===== src/hw/rtl/xsid_pkg.sv =====
package xsid_pkg;

	// Kind of a decoded instruction record.
	typedef enum logic [3:0] {
		KIND_MOV     = 4'd0,
		KIND_PUSH    = 4'd1,
		KIND_POP     = 4'd2,
		KIND_JMP     = 4'd3,
		KIND_JE      = 4'd4,
		KIND_JNE     = 4'd5,
		KIND_CALL    = 4'd6,
		KIND_NOP     = 4'd7,
		KIND_HLT     = 4'd8,
		KIND_WAIT    = 4'd9,
		KIND_F0      = 4'd10,
		KIND_F8      = 4'd11,
		KIND_RET     = 4'd12,
		KIND_SYSCALL = 4'd13,
		KIND_UNKNOWN = 4'd14
	} insn_kind_t;

	// Parser phase: waiting for an opcode or collecting operand bytes.
	typedef enum logic {
		PH_OPCODE,
		PH_OPERAND
	} parse_phase_t;

	localparam int OPERAND_W = 64;
	localparam int INSN_OFS_W = 32;

	// Opcode values.
	localparam logic [7:0] OP_MOV_LO  = 8'hB8;
	localparam logic [7:0] OP_MOV_HI  = 8'hBF;
	localparam logic [7:0] OP_PUSH_LO = 8'h50;
	localparam logic [7:0] OP_PUSH_HI = 8'h57;
	localparam logic [7:0] OP_POP_LO  = 8'h58;
	localparam logic [7:0] OP_POP_HI  = 8'h5F;
	localparam logic [7:0] OP_JMP     = 8'hE9;
	localparam logic [7:0] OP_CALL    = 8'hE8;
	localparam logic [7:0] OP_JE      = 8'h74;
	localparam logic [7:0] OP_JNE     = 8'h75;
	localparam logic [7:0] OP_ESC     = 8'h0F;
	localparam logic [7:0] OP_ESC2    = 8'h05;
	localparam logic [7:0] OP_NOP     = 8'h90;
	localparam logic [7:0] OP_HLT     = 8'hF4;
	localparam logic [7:0] OP_WAIT    = 8'h9B;
	localparam logic [7:0] OP_F0      = 8'hF0;
	localparam logic [7:0] OP_F8      = 8'hF8;
	localparam logic [7:0] OP_RET     = 8'hC3;
	localparam logic [7:0] OP_PAD     = 8'h00;
	localparam logic [7:0] OP_REX_LO  = 8'h40;
	localparam logic [7:0] OP_REX_HI  = 8'h4F;

	// Number of operand bytes that follow an opcode.
	function automatic logic [3:0] operand_len(input logic [7:0] op);
		logic [3:0] len;
		len = 4'd0;
		if (op >= OP_MOV_LO && op <= OP_MOV_HI) begin
			len = 4'd8;
		end else if (op == OP_JMP || op == OP_CALL) begin
			len = 4'd4;
		end else if (op == OP_JE || op == OP_JNE) begin
			len = 4'd1;
		end
		return len;
	endfunction

endpackage


===== src/hw/rtl/x86_subset_instruction_decoder.sv =====
// Byte-serial decoder for a small subset of x86-64 machine code.
// Input channel: one code byte per item, with stream_start marking the first
// byte of a new buffer (offset and parser restart before that byte is used).
// Output channel: one record (kind, register, operand, opcode offset) for
// each instruction that completes; prefix bytes, padding and operand bytes
// that do not finish an instruction give no record.
// Throughput is one byte per cycle while the receiver does not stall: the
// parser state is a handful of small registers updated once per byte, and
// the longest path is the 32-bit call target adder between the input register
// and the result register. An accepted byte is held in the input register
// and is then decoded into the result register, from which its record is
// offered.
// When the receiver stalls, the record holds in the result register and the
// byte behind it holds in the input register; code_stall rises only once
// both are full, so a byte can still be taken while a record waits.
// Reset (arst_n low) empties both registers and returns the parser to the
// opcode phase with the byte offset at zero.
module x86_subset_instruction_decoder #(
	parameter int OFFSET_BITS = 32
) (
	input  logic        clk,
	input  logic        arst_n,
	input  logic        code_valid,
	output logic        code_stall,
	input  logic [7:0]  code_byte,
	input  logic        stream_start,
	output logic        insn_valid,
	input  logic        insn_stall,
	output logic [3:0]  insn_kind,
	output logic [2:0]  reg_index,
	output logic [63:0] operand_value,
	output logic [31:0] insn_offset
);

	localparam int OW = xsid_pkg::OPERAND_W;
	localparam int IW = xsid_pkg::INSN_OFS_W;

	// Input register.
	logic       valid_s1;
	logic [7:0] byte_s1;
	logic       start_s1;

	// Parser state.
	xsid_pkg::parse_phase_t phase_q, phase_d;
	logic [7:0]             held_q, held_d;
	logic [3:0]             left_q, left_d;
	logic [OW-1:0]          acc_q, acc_d;
	logic [OFFSET_BITS-1:0] pos_q, pos_d;
	logic [IW-1:0]          oppos_q, oppos_d;
	logic                   esc_q, esc_d;

	// Decode signals.
	xsid_pkg::parse_phase_t phase_cur;
	logic [7:0]             held_cur;
	logic [3:0]             left_cur;
	logic [OW-1:0]          acc_cur;
	logic [OW-1:0]          acc_new;
	logic [OFFSET_BITS-1:0] here;
	logic                   esc_cur;
	logic                   skip;
	logic [3:0]             len;

	logic                   emit;
	xsid_pkg::insn_kind_t   kind;
	logic [2:0]             reg_sel;
	logic [OW-1:0]          operand;
	logic [IW-1:0]          offset;

	logic advance;
	logic consume;
	logic load;

	// Handshake: the pipeline moves when the result register is free or being taken.
	assign advance    = !insn_valid || !insn_stall;
	assign code_stall = valid_s1 && !advance;
	assign load       = code_valid && !code_stall;
	assign consume    = valid_s1 && advance;

	always_ff @(posedge clk or negedge arst_n) begin
		if (!arst_n) begin
			valid_s1 <= 1'b0;
		end else if (load) begin
			valid_s1 <= 1'b1;
		end else if (advance) begin
			valid_s1 <= 1'b0;
		end
	end

	always_ff @(posedge clk) begin
		if (load) begin
			byte_s1  <= code_byte;
			start_s1 <= stream_start;
		end
	end

	// A new stream clears the parser before its first byte is looked at.
	always_comb begin
		phase_cur = start_s1 ? xsid_pkg::PH_OPCODE : phase_q;
		held_cur  = start_s1 ? 8'h00 : held_q;
		left_cur  = start_s1 ? 4'd0 : left_q;
		acc_cur   = start_s1 ? '0 : acc_q;
		here      = start_s1 ? '0 : pos_q;
		esc_cur   = start_s1 ? 1'b0 : esc_q;
		acc_new   = {byte_s1, acc_cur[OW-1:8]};
		len       = xsid_pkg::operand_len(byte_s1);
		skip      = (esc_cur && byte_s1 == xsid_pkg::OP_ESC2) ||
		            byte_s1 == xsid_pkg::OP_PAD ||
		            (byte_s1 >= xsid_pkg::OP_REX_LO && byte_s1 <= xsid_pkg::OP_REX_HI);
	end

	// Next parser state.
	always_comb begin
		phase_d = phase_cur;
		held_d  = held_cur;
		left_d  = left_cur;
		acc_d   = acc_cur;
		pos_d   = here + 1'b1;
		oppos_d = oppos_q;
		esc_d   = esc_cur;
		unique case (phase_cur)
			xsid_pkg::PH_OPERAND: begin
				acc_d = acc_new;
				if (left_cur != 4'd0) begin
					left_d = left_cur - 4'd1;
				end
				if (left_cur <= 4'd1) begin
					phase_d = xsid_pkg::PH_OPCODE;
				end
			end
			xsid_pkg::PH_OPCODE: begin
				esc_d = 1'b0;
				if (!skip) begin
					oppos_d = IW'(here);
					if (len != 4'd0) begin
						held_d  = byte_s1;
						left_d  = len;
						acc_d   = '0;
						phase_d = xsid_pkg::PH_OPERAND;
					end else if (byte_s1 == xsid_pkg::OP_ESC) begin
						esc_d = 1'b1;
					end
				end
			end
			default: begin
				phase_d = xsid_pkg::PH_OPCODE;
			end
		endcase
	end

	// Record produced by this byte, if any.
	always_comb begin
		emit    = 1'b0;
		kind    = xsid_pkg::KIND_UNKNOWN;
		reg_sel = 3'd0;
		operand = '0;
		offset  = IW'(here);
		unique case (phase_cur)
			xsid_pkg::PH_OPERAND: begin
				emit   = left_cur <= 4'd1;
				offset = oppos_q;
				if (held_cur >= xsid_pkg::OP_MOV_LO && held_cur <= xsid_pkg::OP_MOV_HI) begin
					kind    = xsid_pkg::KIND_MOV;
					reg_sel = held_cur[2:0];
					operand = acc_new;
				end else if (held_cur == xsid_pkg::OP_JMP) begin
					kind    = xsid_pkg::KIND_JMP;
					operand = {32'd0, acc_new[63:32]};
				end else if (held_cur == xsid_pkg::OP_CALL) begin
					kind    = xsid_pkg::KIND_CALL;
					operand = {32'd0, oppos_q + 32'd5 + acc_new[63:32]};
				end else begin
					kind    = (held_cur == xsid_pkg::OP_JE) ? xsid_pkg::KIND_JE
					                                        : xsid_pkg::KIND_JNE;
					operand = {32'd0, {24{byte_s1[7]}}, byte_s1};
				end
			end
			xsid_pkg::PH_OPCODE: begin
				emit = !skip && len == 4'd0;
				unique case (byte_s1) inside
					[xsid_pkg::OP_PUSH_LO:xsid_pkg::OP_PUSH_HI]: begin
						kind    = xsid_pkg::KIND_PUSH;
						reg_sel = byte_s1[2:0];
					end
					[xsid_pkg::OP_POP_LO:xsid_pkg::OP_POP_HI]: begin
						kind    = xsid_pkg::KIND_POP;
						reg_sel = byte_s1[2:0];
					end
					xsid_pkg::OP_NOP:  kind = xsid_pkg::KIND_NOP;
					xsid_pkg::OP_HLT:  kind = xsid_pkg::KIND_HLT;
					xsid_pkg::OP_WAIT: kind = xsid_pkg::KIND_WAIT;
					xsid_pkg::OP_F0:   kind = xsid_pkg::KIND_F0;
					xsid_pkg::OP_F8:   kind = xsid_pkg::KIND_F8;
					xsid_pkg::OP_RET:  kind = xsid_pkg::KIND_RET;
					xsid_pkg::OP_ESC:  kind = xsid_pkg::KIND_SYSCALL;
					default:           kind = xsid_pkg::KIND_UNKNOWN;
				endcase
			end
			default: begin
				emit = 1'b0;
			end
		endcase
	end

	// Parser registers advance once per consumed byte.
	always_ff @(posedge clk or negedge arst_n) begin
		if (!arst_n) begin
			phase_q <= xsid_pkg::PH_OPCODE;
			held_q  <= 8'h00;
			left_q  <= 4'd0;
			acc_q   <= '0;
			pos_q   <= '0;
			oppos_q <= '0;
			esc_q   <= 1'b0;
		end else if (consume) begin
			phase_q <= phase_d;
			held_q  <= held_d;
			left_q  <= left_d;
			acc_q   <= acc_d;
			pos_q   <= pos_d;
			oppos_q <= oppos_d;
			esc_q   <= esc_d;
		end
	end

	// Result register.
	always_ff @(posedge clk or negedge arst_n) begin
		if (!arst_n) begin
			insn_valid <= 1'b0;
		end else if (advance) begin
			insn_valid <= valid_s1 && emit;
		end
	end

	always_ff @(posedge clk) begin
		if (consume && emit) begin
			insn_kind     <= kind;
			reg_index     <= reg_sel;
			operand_value <= operand;
			insn_offset   <= offset;
		end
	end

endmodule


===== config.mk =====
export PLATFORM = sky130hd
export DESIGN_NAME = x86_subset_instruction_decoder
export DESIGN_NICKNAME = d
export VERILOG_FILES = /design/src/hw/rtl/xsid_pkg.sv /design/src/hw/rtl/x86_subset_instruction_decoder.sv
export SDC_FILE = /design/constraint.sdc
export NUM_CORES = 1
export LEC_CHECK = 0
export BUFFER_PORTS_ARGS = -buffer_cell sky130_fd_sc_hd__buf_4
export CELL_PAD_IN_SITES_DETAIL_PLACEMENT = 1
export CELL_PAD_IN_SITES_GLOBAL_PLACEMENT = 2
export CORE_ASPECT_RATIO = 1.4
export CORE_MARGIN = 5
export CORE_UTILIZATION = 39
export CTS_CLUSTER_DIAMETER = 30
export DETAILED_ROUTE_END_ITERATION = 7
export GPL_TIMING_DRIVEN = 0
export PLACE_DENSITY_LB_ADDON = 0.1
export REMOVE_ABC_BUFFERS = 1
export SLEW_MARGIN = 20
export SYNTH_ARGS = -nofsm -noshare
export SYNTH_HDL_FRONTEND = slang
export SYNTH_SLANG_ARGS = --single-unit

===== constraint.sdc =====
create_clock -name clk -period 9.1 [get_ports clk]
set_input_delay 1.365 -clock clk [delete_from_list [all_inputs] [get_ports clk]]
set_output_delay 1.365 -clock clk [all_outputs]
set_load 0.03 [all_outputs]

; After elaboration in Yosys (flattened, before gate mapping)
; Cells that the tools add are included.
[totals]
reg_bits = 256
input_bits = 13
word_cells = 119
[op_classes]
addsub = 4
n_lt_le_gt_ge = 11
eq_ne = 15
muxes = 43
bitwise_logic = 2
n_reduce_logical = 29
[op_table]
columns = operator, n
row1 = two-way mux 64 bit, 4
row2 = two-way mux 32 bit, 4
row3 = one-hot mux 64 bit (2 select lines), 1
row4 = "equality test 8 bit, second input constant", 10
row5 = one-hot mux 4 bit (9 select lines), 1
row6 = "adder 32 x 1 -> 32 bit, second input constant", 1
row7 = "adder 32 x 3 -> 32 bit, second input constant", 1
row8 = adder 32 bit, 1
row9 = two-way mux 8 bit, 4
row10 = "equality test 8 x 7 -> 1 bit, second input constant", 3
row11 = ">= comparator 8 x 7 -> 1 bit, second input constant", 3
row12 = "less-or-equal comparator 8 x 7 -> 1 bit, second input constant", 3
row13 = two-way mux 4 bit, 6
row14 = ">= comparator 8 bit, second input constant", 2
row15 = "less-or-equal comparator 8 bit, second input constant", 2
row16 = one-hot mux 4 bit (2 select lines), 2
row17 = two-way mux 1 bit, 13
row18 = logical AND 1 bit, 12
row19 = two-way mux 3 bit, 4
row20 = "equality test 8 x 3 -> 1 bit, second input constant", 1
row21 = "equality test 8 x 4 -> 1 bit, second input constant", 1
row22 = logical NOT 8 bit, 1
row23 = nonzero test 4 bit, 2
row24 = one-hot mux 3 bit (2 select lines), 1
row25 = 11 further kinds, 21

; Depth between registers and ports, before layout
; Gate-level depths: netlist (run 1).
[depth]
word_depth = 9
mapped_depth = 17
mapped_depth_nobuf = 14

; Worst setup path before layout (run 1)
; No wires, ideal clock.
[synth_timing]
path_type = register to register
from = register start_s1
to = register insn_kind[0], enable pin
arrival_time_ps = 6359
required_ps = 8532
path_slack_ps = 2172
stages_incl_launch_ff = 11
n_path_buf = 4
path_cell_list = edfxtp_1 -> clkbuf_1 -> clkbuf_1 -> clkbuf_1 -> clkbuf_1 -> nand2b_1 -> ha_1 -> o21ai_0 -> nor2_1 -> nor2_1 -> nor2_1
[synth_via]
elab_chain_cells = 8
word_cells_on_any_way = 12
classes_between = order compare: 1 / mux: 4 / bitwise: 1 / reduce/logical: 6
[synth_rtl]
columns = item, line_no
row1 = from (decl), x86_subset_instruction_decoder.sv:41  ; logic start_s1;
row2 = from (signal assigned), x86_subset_instruction_decoder.sv:92  ; start_s1 <= stream_start;
row3 = "parallel branches: the longest is 6 deep, another holds less-or-equal comparator 4 x 1 -> 1 bit", n/a
row4 = one-hot mux 1 bit (2 select lines) (*), x86_subset_instruction_decoder.sv:157  ; unique case (phase_cur)
row5 = logical AND 1 bit (*), x86_subset_instruction_decoder.sv:235  ; if (consume && emit) begin
row6 = to (signal assigned), x86_subset_instruction_decoder.sv:236  ; insn_kind <= kind;
row7 = to (decl), x86_subset_instruction_decoder.sv:29  ; output logic [3:0] insn_kind,
; Every way passes the cells marked *.
; A chain may end at the register's enable or synchronous reset.

; Final worst setup path (run 1)
[layout_timing]
from = register start_s1
to = register operand_value[25] (data pin)
[layout_via]
elab_chain_cells = 5
word_cells_on_any_way = 12
classes_between = add/sub: 1 / order compare: 2 / eq/ne: 2 / mux: 6 / reduce/logical: 1
[layout_rtl]
columns = item, line_no
row1 = two-way mux 64 bit, x86_subset_instruction_decoder.sv:101  ; acc_cur = start_s1 ? '0 : acc_q;
row2 = via acc_cur[41], x86_subset_instruction_decoder.sv:56  ; logic [OW-1:0] acc_cur;
row3 = adder 32 bit, x86_subset_instruction_decoder.sv:170  ; operand = {32'd0, oppos_q + 32'd5 + acc_new[63:32]};
row4 = two-way mux 32 bit, x86_subset_instruction_decoder.sv:168  ; end else if (held_cur == xsid_pkg::OP_CALL) begin
row5 = two-way mux 32 bit, x86_subset_instruction_decoder.sv:165  ; end else if (held_cur == xsid_pkg::OP_JMP) begin
row6 = two-way mux 64 bit, x86_subset_instruction_decoder.sv:161  ; if (held_cur >= xsid_pkg::OP_MOV_LO && held_cur <= xsid_pkg::OP_MOV_HI) begin
row7 = to (signal assigned), x86_subset_instruction_decoder.sv:238  ; operand_value <= operand;
row8 = to (decl), x86_subset_instruction_decoder.sv:31  ; output logic [63:0] operand_value,
; The timed path passes the listed nets, and every way through them passes these cells.

==> metrics.cfg, run 1 <==
[status]
status=completed

[route]
wire_per_inst_um=22.6
first_pass_iters=5
vias_per_cell=5.60
drc_errors=0
wl_met1_mm=17.8
ant_nets=0
vias=10500
maxUsedRoutingLayer=met4
drt-initial-drc-count=561
wl_met3_mm=1.63
route.met2.wl_mm=21.8
wirelength_mm=42.4

[place]
post-place-ws_ns=4.34
gp_congestion=0.822
hpwl_mm=29.8
io_buffer_count=117

[synth]
ys_ff_latch=248
ys_dominant_reg_cell=dfrtp_1
synthCells=1281
synth-edff-count=112
ys_seq_area_share_pct=51.3
yosys_warnings=0
synth_cell_types=66
async_flop_share_pct=54.8
netlist_area_um2=13200
syn_area_per_cell_um2=10.3

[timing]
hold_viol_final=0
slew_headroom_pct=28.4
rsz0062_at_grt=false
fin_worst_skew_ns=0.0137
worstMarginPinSlew_ns=1.07
setup-tns-final_ns=0
min_period_over_period_pct=52.4
setup_violations=0
fin_ws_ns=4.33
min_period_ns=4.77
maxSlewViolCount=0
max_freq_mhz=210

[setup_path]
end_kind=flop
cp-start-kind=flop
crit_arrival_ns=5.04
reg2reg_depth=16
path_max_fanout=23
critical_path_class=flop to flop
worstPathRequired_ns=9.37

[final_layout]
drive_gt1_share_pct=16.9
num_antenna_cells=0
fin_util_pct=49.5
fin_nets=1470
synthToLayoutAreaGrowth_pct=25.1

[clock_tree]
tritoncts=built
cts.repair.resized=0
htreeDepth=2
post_cts_buffers=0
cts_buffer_depth=3
clock_latency_ns=0.56
ctsHoldBuffers=0
clk_pin_slew_ns=0.05
numCtsBuffers=50
cts_sinks=248
cts_root_buf=clkbuf_16

[floorplan]
die_w_um=165
core-area_um2=33300
start_util_pct=39.6
ioPinCount=118
die_y_um=227
core.rowCount=79
die_area_um2=37600

[global_routing]
grt_max_degree=72
grt.overflow.total=0
antenna_found_initial=0
grt_pass1_vias=11200
grt.total_usage_pct=22.8
grt_pass1_wl_mm=66.2

[flow_run]
drv_cap=0

[min_path]
hp-class=flop to flop
hold_depth=1

[pwr]
p_total_w=0.00370
power_density_nw_per_um2=224
power_leakage_nw=7.08
ir_drop_mv=0.139

## path summary, 6_finish.rpt
| path | endpoint | slack (ns) | startpoint |
|---|---|---|---|
| min | held_q[5] | 0.48 | held_q[5] |
| min reg2reg | held_q[5] | 0.48 | held_q[5] |
| max in group asynchronous | phase_q | 7.56 | arst_n |
| max | operand_value[25] | 4.33 | start_s1 |
| max reg2reg | operand_value[25] | 4.33 | start_s1 |
| min in group asynchronous | oppos_q[2] | 0.74 | arst_n |
## critical path, stage by stage, from the launching register on
cell      delay, ns
edfxtp_1       0.70
buf_8          0.25
buf_8          0.20
nand2b_1       0.25
inv_1          0.07
ha_1           0.29
ha_1           0.24
fa_1           0.44
a211oi_1       0.35
o21a_1         0.21
nor3_1         0.09
or2_2          0.30
a21oi_1        0.28
o21bai_1       0.16
a31oi_1        0.22
xor2_1         0.26
o211ai_1       0.15
## cell usage after synthesis, types with 7 or more instances
cell        n  area [um2]
nand2_1   143         537
nand2b_1   41         257
nor2_1     98         368
a21oi_1    55         275
nand4_1    13        81.3
o21ai_0   105         526
o22ai_1    12        75.1
o31ai_1     7        52.6
and3_1     32         200
xnor2_1    25         219
edfxtp_1  112        3360
or3_1       7        43.8
a31oi_1     9        56.3
a211oi_1   11        82.6
nor2b_1    25         156
clkbuf_1   71         267
nor3_1     21         105
mux2i_1    35         350
inv_1      22        82.6
xor2_1     24         210
a22o_1     53         464
a21o_1     19         143
dfrtp_1   136        3400
o221ai_1    8        70.1
ha_1       65         813
nand3_1    28         140
o21a_1     11        82.6
o211ai_1   14         105
## state kept, by name, summed over array words and instances, names as in the netlist
register	flops
phase_q	1
insn_kind	4
byte_s1	8
oppos_q	32
insn_valid	1
esc_q	1
start_s1	1
operand_value	64
insn_offset	32
pos_q	32
valid_s1	1
reg_index	3
held_q	8
left_q	4
acc_q	56
## layout make-up
class	count	area (um2)
inverters	23	86.3
repair buffers	138	1280
fillers	3643	16800
clock buffers	62	1340
clock inverters	32	380
well taps	445	557
multi-input cells	930	6070
flip-flops and latches	248	6770
## through the flow
stage               area, um2  hold WS [ns]  std cells
finish                  16500         0.478       1878
global route            16500         0.498       1878
CTS                     16500         0.484       1878
detailed placement      14800         0.474       1784
global placement        14300         0.451       1763
floorplan               12900         0.442       1201
## cells by family (layout without fill, tap and decap cells)
logic type / after synthesis / in the layout / synth area share (%)
fa+ha+maj: 66 / 66 / 6.32
mux: 40 / 40 / 3.09
flops: 248 / 248 / 51.3
compound gates: 336 / 336 / 16.6
xor+xnor: 49 / 49 / 3.26
buf+inv: 103 / 255 / 2.96
simple gates: 439 / 439 / 16.4
## routing by layer
layer	global-route usage (%)	vias up
li1	-	4900
met1	28.4	5312
met2	41.0	239
met3	3.15	61
met4	7.06	0
met5	0	-
## power breakdown
group,internal (W),total (W),switching [W],leakage (nW)
clock network,0.00124,0.00186,0.000621,0.822
registers,0.00127,0.00134,0.0000694,2.99
logic,0.000169,0.000494,0.000325,3.27
total,0.00268,0.00370,0.00102,7.08
## cells in the final DEF (no fill, tap or decap), types with 8 or more instances in the layout
cell type,n
a21oi_1,55
clkbuf_1,9
nand3_1,28
nand2b_1,40
o22ai_1,12
inv_1,22
nor2b_1,24
nor3_1,21
buf_8,10
o21a_1,11
nor2_1,96
clkbuf_16,51
edfxtp_1,112
a211oi_1,11
o211ai_1,14
o21ai_0,105
dfrtp_1,135
buf_4,116
xor2_1,24
xnor2_1,25
mux2i_1,35
a21o_1,19
ha_1,65
nand2_1,142
nand4_1,13
and3_1,32
a22o_1,53
a31oi_1,9
o221ai_1,8
(Power assumes the default switching activity.)
==> inputs of run 2 (changes only) <==
--- a/config.mk
+++ b/config.mk
@@ -10,7 +10,7 @@
 export CELL_PAD_IN_SITES_GLOBAL_PLACEMENT = 2
 export CORE_ASPECT_RATIO = 1.4
 export CORE_MARGIN = 5
-export CORE_UTILIZATION = 39
+export CORE_UTILIZATION = 35
 export CTS_CLUSTER_DIAMETER = 30
 export DETAILED_ROUTE_END_ITERATION = 7
 export GPL_TIMING_DRIVEN = 0
==> constraint.sdc (replaced) <==
create_clock -name clk -period 4.2 [get_ports clk]
set_input_delay 0.63 -clock clk [delete_from_list [all_inputs] [get_ports clk]]
set_output_delay 0.63 -clock clk [all_outputs]
set_load 0.03 [all_outputs]
==> run 2 against run 1 <==
Effect of this change: clock skew rose by 0.0068 ns; core utilization down 4.8 points; non-clock buffer count increased by 2; largest power group unchanged; clock-buffer cell count is 2 higher; register-to-register slack got worse by 4.1 ns; critical path type unchanged; sequential cell count did not move; total power increased by 120%; maximum frequency increased by 19%; combinational power is 120% higher; critical path depth increased by 1; clock power rose by 130%.
==> metrics.cfg, run 2 (synthesis results as in run 1) <==
[status]
status=completed

[route]
wirelength_mm=43.0
drt-initial-drc-count=540
vias=10400
drc_errors=0
vias_per_cell=5.44
ant_nets=0
first_pass_iters=4
wire_per_inst_um=22.5

[timing]
maxSlewViolCount=0
worstMarginPinSlew_ns=1.04
fin_worst_skew_ns=0.0205
hold_slack_ns=0.0346
min_period_over_period_pct=95.5
hold_viol_final=0
slew_headroom_pct=30.3
min_period_ns=4.01
max_freq_mhz=249
fin_ws_ns=0.189
setup_violations=0

[final_layout]
num_antenna_cells=0
mostFrequentLayoutCells=142 x nand2_1, 135 x dfrtp_1, 118 x buf_4
fillers=4047
final_common_cell=nand2_1
fin_area_um2=16700
drive_gt1_share_pct=18.5
synthToLayoutAreaGrowth_pct=26.8
fin_nets=1473
multi_input_area_um2=6140
largest_reg_flops=64
final-seq-area_um2=6770
top_register=operand_value
fin_util_pct=44.7
reg_top3=operand_value: 64 flops, acc_q: 56 flops

[clock_tree]
ctsHoldBuffers=0
htreeDepth=2
numCtsBuffers=51
cts_sinks=248
clk_pin_slew_ns=0.05
clock_latency_ns=0.56
tritoncts=built
cts_buffer_depth=3
cts_root_buf=clkbuf_16

[min_path]
hp-class=primary input to async pin

[setup_path]
worstPathRequired_ns=4.49
critical_path_class=flop to flop
end_kind=flop
crit_arrival_ns=4.31
cp-start-kind=flop
path_max_fanout=20

[floorplan]
core-area_um2=37400
start_util_pct=35.2
die_w_um=174
core.rowCount=84
die_y_um=240
die_area_um2=41700
ioPinCount=118

[global_routing]
grt.overflow.total=0
antenna_found_initial=0
grt_pass1_vias=11100
grt.total_usage_pct=20.5
grt_max_degree=72
grt_pass1_wl_mm=66.8

[pwr]
ir_drop_mv=0.255
power_density_nw_per_um2=492
power_leakage_nw=7.19

[place]
hpwl_mm=30.3
post-place-ws_ns=-0.221
gp_congestion=0.826
io_buffer_count=117
place_area_um2=14800

[flow_run]
drv_cap=0

## run 2: final cells by class
class | instances | area share (%)
clock buffers | 64 | 8.41
clock inverters | 30 | 2.45
inverters | 23 | 0.517
multi-input cells | 930 | 36.8
flip-flops and latches | 248 | 40.5
well taps | 473 | 3.54
repair buffers | 140 | 7.79
## run 2: what timing repair did
item	CTS	global route
pin swaps	1	5
buffers inserted	2	0
endpoints found under the setup margin	7	12
resized for setup	6	18
## run 2: worst paths after layout
check / to / from / cells after the start / slack (ns)
worst min-delay path: pos_q[9] / arst_n / 1 / 0.03
worst max-delay path: operand_value[16] / start_s1 / 17 / 0.19
min in group clk: byte_s1[5] / code_byte[5] / 1 / 0.24
worst min register to register: held_q[5] / held_q[5] / 1 / 0.49
max in group asynchronous: phase_q / arst_n / 2 / 3.32
worst max register to register: operand_value[16] / start_s1 / 17 / 0.19
## run 2: critical path, cell delays in order (launching register included)
cell	delay, ns
edfxtp_1	0.41
buf_8	0.19
buf_12	0.17
buf_8	0.16
nand2b_1	0.15
ha_1	0.27
inv_1	0.07
ha_1	0.32
a211o_1	0.30
a21o_1	0.18
a21oi_2	0.19
o21a_1	0.24
o31a_1	0.24
buf_4	0.16
xor2_1	0.19
o211ai_1	0.17
o211ai_1	0.21
a21oi_1	0.11
## run 2: power breakdown
part / switching, W / internal, W / leakage, nW / total (W)
registers: 0.000146 / 0.00275 / 2.99 / 0.00290
clock network: 0.00139 / 0.00287 / 0.874 / 0.00426
logic: 0.000706 / 0.000365 / 3.32 / 0.00107
total: 0.00224 / 0.00598 / 7.19 / 0.00822
## run 2: routing by layer
metal	vias to the layer above	global-route usage (%)	part of all wire (%)
li1	4917	-	-
met1	5204	25.9	43
met2	179	36.3	50
met3	85	3.03	3.2
met4	0	6.84	3.2
met5	-	0	0
## run 2: metrics by stage
step / power (W) / cells / setup TNS [ns]
global placement: 0.00396 / 1791 / -1455.27
finish: 0.00822 / 1908 / 0
global route: 0.00852 / 1908 / -0.00720
floorplan: 0.00351 / 1201 / -450.32
detailed placement: 0.00402 / 1812 / -0.597
CTS: 0.00831 / 1908 / 0
